### src/rtl/core/wdkbm_pkg.sv
// ----------------------------------------------------------------------------
// Watchdog kick and battery monitor package
// Request opcodes, configuration register indexes and field widths shared by
// the supervisor logic.
// ----------------------------------------------------------------------------
package wdkbm_pkg;

  // Request opcodes
  typedef enum logic [2:0] {
    OpTick   = 3'd0,
    OpStart  = 3'd1,
    OpAlive  = 3'd2,
    OpReboot = 3'd3,
    OpRead   = 3'd4
  } op_e;

  // Configuration register indexes
  localparam int unsigned CfgIdxW = 1;
  localparam logic [CfgIdxW-1:0] CfgRefreshPeriod = 1'b0;
  localparam logic [CfgIdxW-1:0] CfgSamplePeriod  = 1'b1;

  // Field widths
  localparam int unsigned PeriodW = 16;
  localparam int unsigned VoltW   = 10;
  localparam int unsigned AvgW    = 18;
  localparam int unsigned FracW   = 8;
  localparam int unsigned RidxW   = 7;
  localparam int unsigned TaskW   = 2;
  localparam int unsigned CountW  = 7;
  localparam int unsigned NumTask = 3;

  // Period reset values
  localparam logic [PeriodW-1:0] RefreshPeriodRst = 16'd200;
  localparam logic [PeriodW-1:0] SamplePeriodRst  = 16'd2000;

endpackage

### src/rtl/core/watchdog_kick_and_battery_monitor.sv
// ----------------------------------------------------------------------------
// Watchdog kick and battery monitor
// A request passes through the input register, then the result register with
// the history read port. Throughput: one request per cycle unless the result
// side stalls; the history memory is read and written at most once per cycle.
// Reset clears all counters, flags, the average and the ring pointers at once;
// the history memory itself is not cleared.
// ----------------------------------------------------------------------------
module watchdog_kick_and_battery_monitor
  import wdkbm_pkg::*;
#(
  parameter int unsigned HISTORY_DEPTH  = 128,
  parameter int unsigned AVERAGE_WINDOW = 60
) (
  input  logic                clk_i,
  input  logic                rst_ni,
  // configuration write channel
  input  logic                cfg_valid_i,
  output logic                cfg_ready_o,
  input  logic [CfgIdxW-1:0]  cfg_index_i,
  input  logic [PeriodW-1:0]  cfg_data_i,
  // request channel
  input  logic                in_valid_i,
  output logic                in_stall_o,
  input  logic [2:0]          op_i,
  input  logic [TaskW-1:0]    task_id_i,
  input  logic [VoltW-1:0]    voltage_i,
  input  logic [RidxW-1:0]    read_index_i,
  // result channel
  output logic                out_valid_o,
  input  logic                out_stall_i,
  output logic                refresh_pulse_o,
  output logic                adc_request_o,
  output logic                sample_taken_o,
  output logic [VoltW-1:0]    last_voltage_o,
  output logic [AvgW-1:0]     average_voltage_o,
  output logic [CountW-1:0]   history_count_o,
  output logic                history_valid_o,
  output logic [VoltW-1:0]    history_value_o
);

  // Ring geometry
  localparam int unsigned AW = $clog2(HISTORY_DEPTH);
  localparam int unsigned PW = ((AW > RidxW) ? AW : RidxW) + 2;
  localparam logic [AW-1:0] HeadLast = AW'(HISTORY_DEPTH - 1);
  localparam logic [PW-1:0] DepthP   = PW'(HISTORY_DEPTH);

  // Constant divide by the window: floor(n / W) = (n * DivM) >> DivS for n < 2^AvgW + W
  localparam int unsigned DivK  = AvgW + 1;
  localparam int unsigned DivS  = DivK + $clog2(AVERAGE_WINDOW);
  localparam int unsigned MW    = DivK + 2;
  localparam longint unsigned DivMFull =
    ((longint'(1) << DivS) + AVERAGE_WINDOW - 1) / AVERAGE_WINDOW;
  localparam logic [MW-1:0] DivM   = DivMFull[MW-1:0];
  localparam logic [DivK-1:0] WinM1 = DivK'(AVERAGE_WINDOW - 1);

  // Configuration registers
  logic [PeriodW-1:0] refresh_period_q, sample_period_q;

  // Supervisor state
  logic [PeriodW-1:0] refresh_count_q, refresh_count_d;
  logic [PeriodW-1:0] sample_count_q, sample_count_d;
  logic [NumTask-1:0] alive_flags_q, alive_flags_d;
  logic               reboot_pending_q, reboot_pending_d;
  logic [VoltW-1:0]   kept_voltage_q, kept_voltage_d;
  logic [AvgW-1:0]    average_acc_q, average_acc_d;
  logic [AW-1:0]      ring_head_q, ring_head_d;
  logic [AW-1:0]      ring_fill_q, ring_fill_d;

  // Input register
  logic               s1_valid_q;
  logic [2:0]         s1_op_q;
  logic [TaskW-1:0]   s1_task_q;
  logic [VoltW-1:0]   s1_volt_q;
  logic [RidxW-1:0]   s1_ridx_q;

  // Result register
  logic               out_valid_q;
  logic               pulse_q, adc_q, taken_q, hvalid_q;
  logic [VoltW-1:0]   last_volt_q;
  logic [AvgW-1:0]    avg_q;
  logic [CountW-1:0]  count_q;
  logic [VoltW-1:0]   rd_q;

  // History memory
  logic [VoltW-1:0]   mem_q [HISTORY_DEPTH];

  // Handshake
  logic out_ready, s1_fire, in_load;

  // Per-request results
  logic pulse, adc, taken, hvalid;
  logic mem_we;
  logic [AW-1:0] mem_waddr, mem_raddr;

  // Average datapath
  logic [AvgW-1:0]      volt_fx;
  logic                 avg_neg;
  logic [AvgW-1:0]      avg_mag;
  logic [DivK-1:0]      div_n;
  logic [DivK+MW-1:0]   div_prod;
  logic [AvgW:0]        div_q;
  logic [AvgW-1:0]      avg_next;

  // Ring read address
  logic [PW-1:0] pos_sum, pos_wrap;
  logic          idx_ok;

  assign out_ready  = ~out_valid_q | ~out_stall_i;
  assign s1_fire    = s1_valid_q & out_ready;
  assign in_stall_o = s1_valid_q & ~out_ready;
  assign in_load    = in_valid_i & ~in_stall_o;
  assign cfg_ready_o = 1'b1;

  // Take configuration writes
  always_ff @(posedge clk_i or negedge rst_ni) begin
    if (!rst_ni) begin
      refresh_period_q <= RefreshPeriodRst;
      sample_period_q  <= SamplePeriodRst;
    end else if (cfg_valid_i) begin
      if (cfg_index_i == CfgRefreshPeriod) begin
        refresh_period_q <= cfg_data_i;
      end
      if (cfg_index_i == CfgSamplePeriod) begin
        sample_period_q <= cfg_data_i;
      end
    end
  end

  // Capture the request
  always_ff @(posedge clk_i or negedge rst_ni) begin
    if (!rst_ni) begin
      s1_valid_q <= 1'b0;
    end else if (!in_stall_o) begin
      s1_valid_q <= in_valid_i;
    end
  end

  always_ff @(posedge clk_i) begin
    if (in_load) begin
      s1_op_q   <= op_i;
      s1_task_q <= task_id_i;
      s1_volt_q <= voltage_i;
      s1_ridx_q <= read_index_i;
    end
  end

  // Moving average step: avg + floor((v<<8 - avg) / W)
  assign volt_fx  = {s1_volt_q, {FracW{1'b0}}};
  assign avg_neg  = volt_fx < average_acc_q;
  assign avg_mag  = avg_neg ? (average_acc_q - volt_fx) : (volt_fx - average_acc_q);
  assign div_n    = {1'b0, avg_mag} + (avg_neg ? WinM1 : '0);
  assign div_prod = (DivK+MW)'(div_n) * (DivK+MW)'(DivM);
  assign div_q    = (AvgW+1)'(div_prod[DivK+MW-1:DivS]);
  assign avg_next = avg_neg ? AvgW'({1'b0, average_acc_q} - div_q)
                            : AvgW'({1'b0, average_acc_q} + div_q);

  // Locate the requested history entry
  assign idx_ok   = PW'(s1_ridx_q) < PW'(ring_fill_q);
  assign pos_sum  = PW'(ring_head_q) + DepthP - PW'(ring_fill_q) + PW'(s1_ridx_q);
  assign pos_wrap = (pos_sum >= DepthP) ? (pos_sum - DepthP) : pos_sum;
  assign mem_raddr = pos_wrap[AW-1:0];

  // Work out the next state and result for the request in the input register
  always_comb begin
    refresh_count_d  = refresh_count_q;
    sample_count_d   = sample_count_q;
    alive_flags_d    = alive_flags_q;
    reboot_pending_d = reboot_pending_q;
    kept_voltage_d   = kept_voltage_q;
    average_acc_d    = average_acc_q;
    ring_head_d      = ring_head_q;
    ring_fill_d      = ring_fill_q;
    pulse            = 1'b0;
    adc              = 1'b0;
    taken            = 1'b0;
    hvalid           = 1'b0;
    mem_we           = 1'b0;
    mem_waddr        = ring_head_q;

    unique case (op_e'(s1_op_q))
      OpTick: begin
        adc = 1'b1;
        refresh_count_d = PeriodW'(refresh_count_q + 16'd1);
        if (refresh_count_d >= refresh_period_q) begin
          pulse = (&alive_flags_q) & ~reboot_pending_q;
          alive_flags_d   = '0;
          refresh_count_d = '0;
        end
        sample_count_d = PeriodW'(sample_count_q + 16'd1);
        if (sample_count_d >= sample_period_q) begin
          taken          = 1'b1;
          mem_we         = 1'b1;
          ring_head_d    = (ring_head_q == HeadLast) ? '0 : AW'(ring_head_q + 1'b1);
          ring_fill_d    = (ring_fill_q == HeadLast) ? ring_fill_q
                                                     : AW'(ring_fill_q + 1'b1);
          sample_count_d = '0;
          if (s1_volt_q != kept_voltage_q) begin
            kept_voltage_d = s1_volt_q;
            average_acc_d  = avg_next;
          end
        end
      end
      OpStart: begin
        refresh_count_d = '0;
        sample_count_d  = '0;
        alive_flags_d   = '0;
        kept_voltage_d  = s1_volt_q;
        average_acc_d   = volt_fx;
        // Empty the ring and store the first sample in slot zero
        mem_we      = 1'b1;
        mem_waddr   = '0;
        ring_head_d = AW'(1);
        ring_fill_d = AW'(1);
        taken       = 1'b1;
      end
      OpAlive: begin
        if (s1_task_q < TaskW'(NumTask)) begin
          alive_flags_d[s1_task_q] = 1'b1;
        end
      end
      OpReboot: begin
        reboot_pending_d = 1'b1;
      end
      OpRead: begin
        hvalid = idx_ok;
      end
      default: begin
      end
    endcase
  end

  // Advance the supervisor state
  always_ff @(posedge clk_i or negedge rst_ni) begin
    if (!rst_ni) begin
      refresh_count_q  <= '0;
      sample_count_q   <= '0;
      alive_flags_q    <= '0;
      reboot_pending_q <= 1'b0;
      kept_voltage_q   <= '0;
      average_acc_q    <= '0;
      ring_head_q      <= '0;
      ring_fill_q      <= '0;
    end else if (s1_fire) begin
      refresh_count_q  <= refresh_count_d;
      sample_count_q   <= sample_count_d;
      alive_flags_q    <= alive_flags_d;
      reboot_pending_q <= reboot_pending_d;
      kept_voltage_q   <= kept_voltage_d;
      average_acc_q    <= average_acc_d;
      ring_head_q      <= ring_head_d;
      ring_fill_q      <= ring_fill_d;
    end
  end

  // History memory: at most one write and one registered read per cycle, on an accepted request
  always_ff @(posedge clk_i) begin
    if (s1_fire && mem_we) begin
      mem_q[mem_waddr] <= s1_volt_q;
    end
  end

  always_ff @(posedge clk_i) begin
    if (s1_fire) begin
      rd_q <= mem_q[mem_raddr];
    end
  end

  // Hold the result until it is taken
  always_ff @(posedge clk_i or negedge rst_ni) begin
    if (!rst_ni) begin
      out_valid_q <= 1'b0;
    end else if (out_ready) begin
      out_valid_q <= s1_valid_q;
    end
  end

  always_ff @(posedge clk_i) begin
    if (s1_fire) begin
      pulse_q     <= pulse;
      adc_q       <= adc;
      taken_q     <= taken;
      hvalid_q    <= hvalid;
      last_volt_q <= kept_voltage_d;
      avg_q       <= average_acc_d;
      count_q     <= CountW'(ring_fill_d);
    end
  end

  assign out_valid_o       = out_valid_q;
  assign refresh_pulse_o   = pulse_q;
  assign adc_request_o     = adc_q;
  assign sample_taken_o    = taken_q;
  assign last_voltage_o    = last_volt_q;
  assign average_voltage_o = avg_q;
  assign history_count_o   = count_q;
  assign history_valid_o   = hvalid_q;
  assign history_value_o   = hvalid_q ? rd_q : '0;

endmodule

### config.mk
export PLATFORM = sky130hd
export DESIGN_NAME = watchdog_kick_and_battery_monitor
export DESIGN_NICKNAME = d
export VERILOG_FILES = /design/src/rtl/core/wdkbm_pkg.sv /design/src/rtl/core/watchdog_kick_and_battery_monitor.sv
export SDC_FILE = /design/constraint.sdc
export NUM_CORES = 2
export LEC_CHECK = 0
export BUFFER_PORTS_ARGS = -buffer_cell sky130_fd_sc_hd__buf_2
export CAP_MARGIN = 20
export CORE_MARGIN = 2
export CORE_UTILIZATION = 46
export DETAILED_ROUTE_END_ITERATION = 7
export MAX_ROUTING_LAYER = met4
export PLACE_DENSITY = 0.64
export SKIP_LAST_GASP = 1
export SYNTH_ARGS = -nofsm -noshare
export SYNTH_HDL_FRONTEND = slang
export SYNTH_SLANG_ARGS = --single-unit
### constraint.sdc
create_clock -name clk_i -period 16.4 [get_ports clk_i]
set_input_delay 1.64 -clock clk_i [delete_from_list [all_inputs] [get_ports clk_i]]
set_output_delay 1.64 -clock clk_i [all_outputs]
set_load 0.02 [all_outputs]
==> flow_summary.json <==
{
  "status": "finished, final reports clean",
  "grt_pass1_wl_mm": 229,
  "ys_ff_latch": 1463,
  "hpwl_mm": 96.0,
  "multi_input_area_um2": 19800,
  "required_ns": 17.09,
  "drive_gt1_frac": 0.219,
  "cpMaxStageDelayCell": "buf_4",
  "ff_latch_area_um2": 43400,
  "vias_per_cell": 5.79,
  "synthArstFlopShare": 0.0766,
  "tns_ns": 0,
  "routed-wl-met3_mm": 10.1,
  "grt_start_max_net_pins": 130,
  "clkSlewWorstSetupHoldPaths_ns": 0.06,
  "vias": 34197,
  "die_w_um": 378,
  "finalNetCount": 4194,
  "dr.max_layer_used": "met4",
  "cts_tree": "built",
  "rows": 137,
  "relSlewSlack": 0.247,
  "cts_setup_buffers": 0,
  "synthFlopType": "edfxtp_1",
  "drt-met1-wl_mm": 66.6,
  "layout_min_cycle_time_ns": 12.23,
  "dr_wl_met2_mm": 73.2,
  "area_growth_pct": 12.2,
  "ios": 96,
  "avgSynthCellArea_um2": 17.3,
  "core-area_um2": 139000,
  "syn_nets": 4018,
  "overflow": 0,
  "cts_sinks": 1463,
  "crit_type": "reg2reg",
  "yosys.area.top_type_share": 0.630,
  "skew_ns": 0.0376,
  "critPathLaunchType": "flop",
  "crit_top_cell": "fa_1",
  "layout_worst_path_cycle_share": 0.746,
  "design_area_um2": 72300,
  "placedInstanceArea_um2": 67400,
  "drt_drc_violations_left": 0,
  "clk_path_buf_depth": 3,
  "ys_seq_area_frac": 0.673,
  "die_area_um2": 143000,
  "ant_nets": 0,
  "critPathMaxFanout": 80,
  "worst_path_largest_cell_delay_ns": 0.70,
  "worstSkewPairLatency_ns": 0.79,
  "ctsHoldBuffers": 0,
  "synth_area_leaders": "edfxtp_1, mux4_2, dfrtp_1",
  "cts_resized": 0,
  "cts_inserted_buffers": 148,
  "cp.arrival_ns": 12.92,
  "critPathCaptureType": "flop",
  "ys_types": 93,
  "initial_core_util": 0.463,
  "first_pass_iters": 7,
  "worst_pin_slew_ns": 1.12,
  "die_h_um": 378,
  "hold_class": "reg2reg",
  "htreeDepth": 4,
  "max_freq_mhz": 81.8,
  "synth_top_area_cell": "edfxtp_1",
  "hold_viol_final": 0,
  "post_drt_wl_per_cell_um": 25.9,
  "drv_cap": 0,
  "syn_inst": 3733,
  "netlist_area_um2": 64400,
  "gr-usage-all-layers": 0.224,
  "diodes": 0,
  "fillCellCount": 11253,
  "slew_viol_final": 0,
  "io_buffer_count": 94,
  "setup_viol": 0,
  "grt_pass1_vias": 34057,
  "yosysWarnings": 0,
  "place_congestion": 0.871,
  "antenna_found_initial": 2,
  "drt_iter0_markers": 3604,
  "synth_edf_count": 1351,
  "rsz0062_at_grt": "no",
  "routed_wirelength_mm": 153,
  "cts_root_buffer": "clkbuf_16"
}
==> routing by layer <==
metal | vias up | track usage
met4 | 0 | 0.0575
met1 | 17892 | 0.319
met5 | - | -
li1 | 14936 | -
met2 | 1165 | 0.344
met3 | 204 | 0.0322
==> worst max-delay path, delay by kind of cell, from the launching register on <==
kind	cells	cell delay [ns]
compound gates	17	3.09
flops	1	0.33
fa+ha+maj	9	3.67
xor+xnor	2	0.46
simple gates	15	2.44
buf+inv	5	1.43
mux	2	0.67
==> Yosys cell counts (27+ instances only) <==
library cell,number
nand2_1,287
buf_1,30
a21o_1,35
xnor2_1,84
xor2_1,37
a21oi_1,81
mux2_2,28
nand3_1,73
dfrtp_1,103
nor3_1,27
nand4_1,27
clkbuf_1,126
ha_1,194
mux4_2,400
fa_1,47
inv_1,180
edfxtp_1,1351
nor2_1,208
o21ai_0,124
==> registers in the layout, indices dropped and copies added (netlist names), 2 cells and up <==
register           flops
mem_q               1280
average_acc_q         18
average_voltage_o     18
refresh_count_q       16
refresh_period_q      16
sample_count_q        16
sample_period_q       16
kept_voltage_q        10
last_voltage_o        10
rd_q                  10
s1_volt_q             10
history_count_o        7
ring_fill_q            7
ring_head_q            7
s1_ridx_q              7
alive_flags_q          3
s1_op_q                3
s1_task_q              2
==> stage by stage <==
stage,cells,setup slack [ns],utilization,hold slack (ns)
finish,5910,4.17,0.519,0.474
global route,5910,3.15,0.519,0.511
CTS,5901,4.11,0.519,0.477
detailed placement,5626,4.19,0.484,0.459
global placement,5616,4.42,0.483,0.459
floorplan,3733,3.87,-,0.434
==> kinds of logic (layout without fill, tap and decap cells) <==
| group | after synthesis | count (layout) | synth area share |
|---|---|---|---|
| DFF | 1463 | 1463 | 0.673 |
| and+or+nand+nor | 747 | 747 | 0.0527 |
| muxes | 440 | 440 | 0.147 |
| AOI/OAI and AO/OA | 371 | 371 | 0.0374 |
| buffers and inverters | 348 | 649 | 0.0208 |
| adders and majority gates | 241 | 241 | 0.0523 |
| xor gates and xnor gates | 122 | 122 | 0.0167 |
| other | 1 | 1 | 0.0000582 |
==> final timing paths <==
| check | start | to | slack, ns | cells past startpoint |
|---|---|---|---|---|
| worst max-delay path | s1_volt_q[1] | average_acc_q[17] | 4.17 | 50 |
| worst min-delay path | reboot_pending_q | reboot_pending_q | 0.47 | 1 |
| worst max register to register | s1_volt_q[1] | average_acc_q[17] | 4.17 | 50 |
| worst min register to register | reboot_pending_q | reboot_pending_q | 0.47 | 1 |
| max in group asynchronous | rst_ni | kept_voltage_q[1] | 14.13 | 2 |
| min in group asynchronous | rst_ni | sample_period_q[3] | 0.96 | 1 |
==> layout make-up <==
| cell class | instances | area share |
|---|---|---|
| clock inverters | 88 | 0.0121 |
| flip-flops and latches | 1463 | 0.600 |
| well taps | 1876 | 0.0325 |
| clock buffers | 187 | 0.0547 |
| multi-input cells | 1922 | 0.273 |
| repair buffers | 191 | 0.0177 |
| inverters | 183 | 0.00950 |
==> cells in the final DEF (no fill, tap or decap), types with 18 or more instances in the layout <==
cell,synthesis,layout
nor3_1,27,26
ha_1,194,193
clkinv_2,0,22
and2_1,23,23
nand2_1,287,287
mux4_2,400,400
clkinv_1,0,34
o21ai_0,124,124
inv_1,180,179
nand3_1,73,73
nand2b_1,24,24
clkbuf_1,126,31
edfxtp_1,1351,1351
mux2_2,28,28
xnor2_1,84,78
nor2_1,208,207
a21oi_1,81,81
buf_2,5,93
xor2_1,37,37
clkbuf_16,0,150
nor2b_1,18,18
a21o_1,35,35
dfrtp_1,103,103
fa_1,47,46
nand4_1,27,27
o211ai_1,23,23
buf_4,1,86
Power is left out: the tool's default activity adds up to more than one toggle a clock period on the data nets, which glitch-free logic cannot reach.
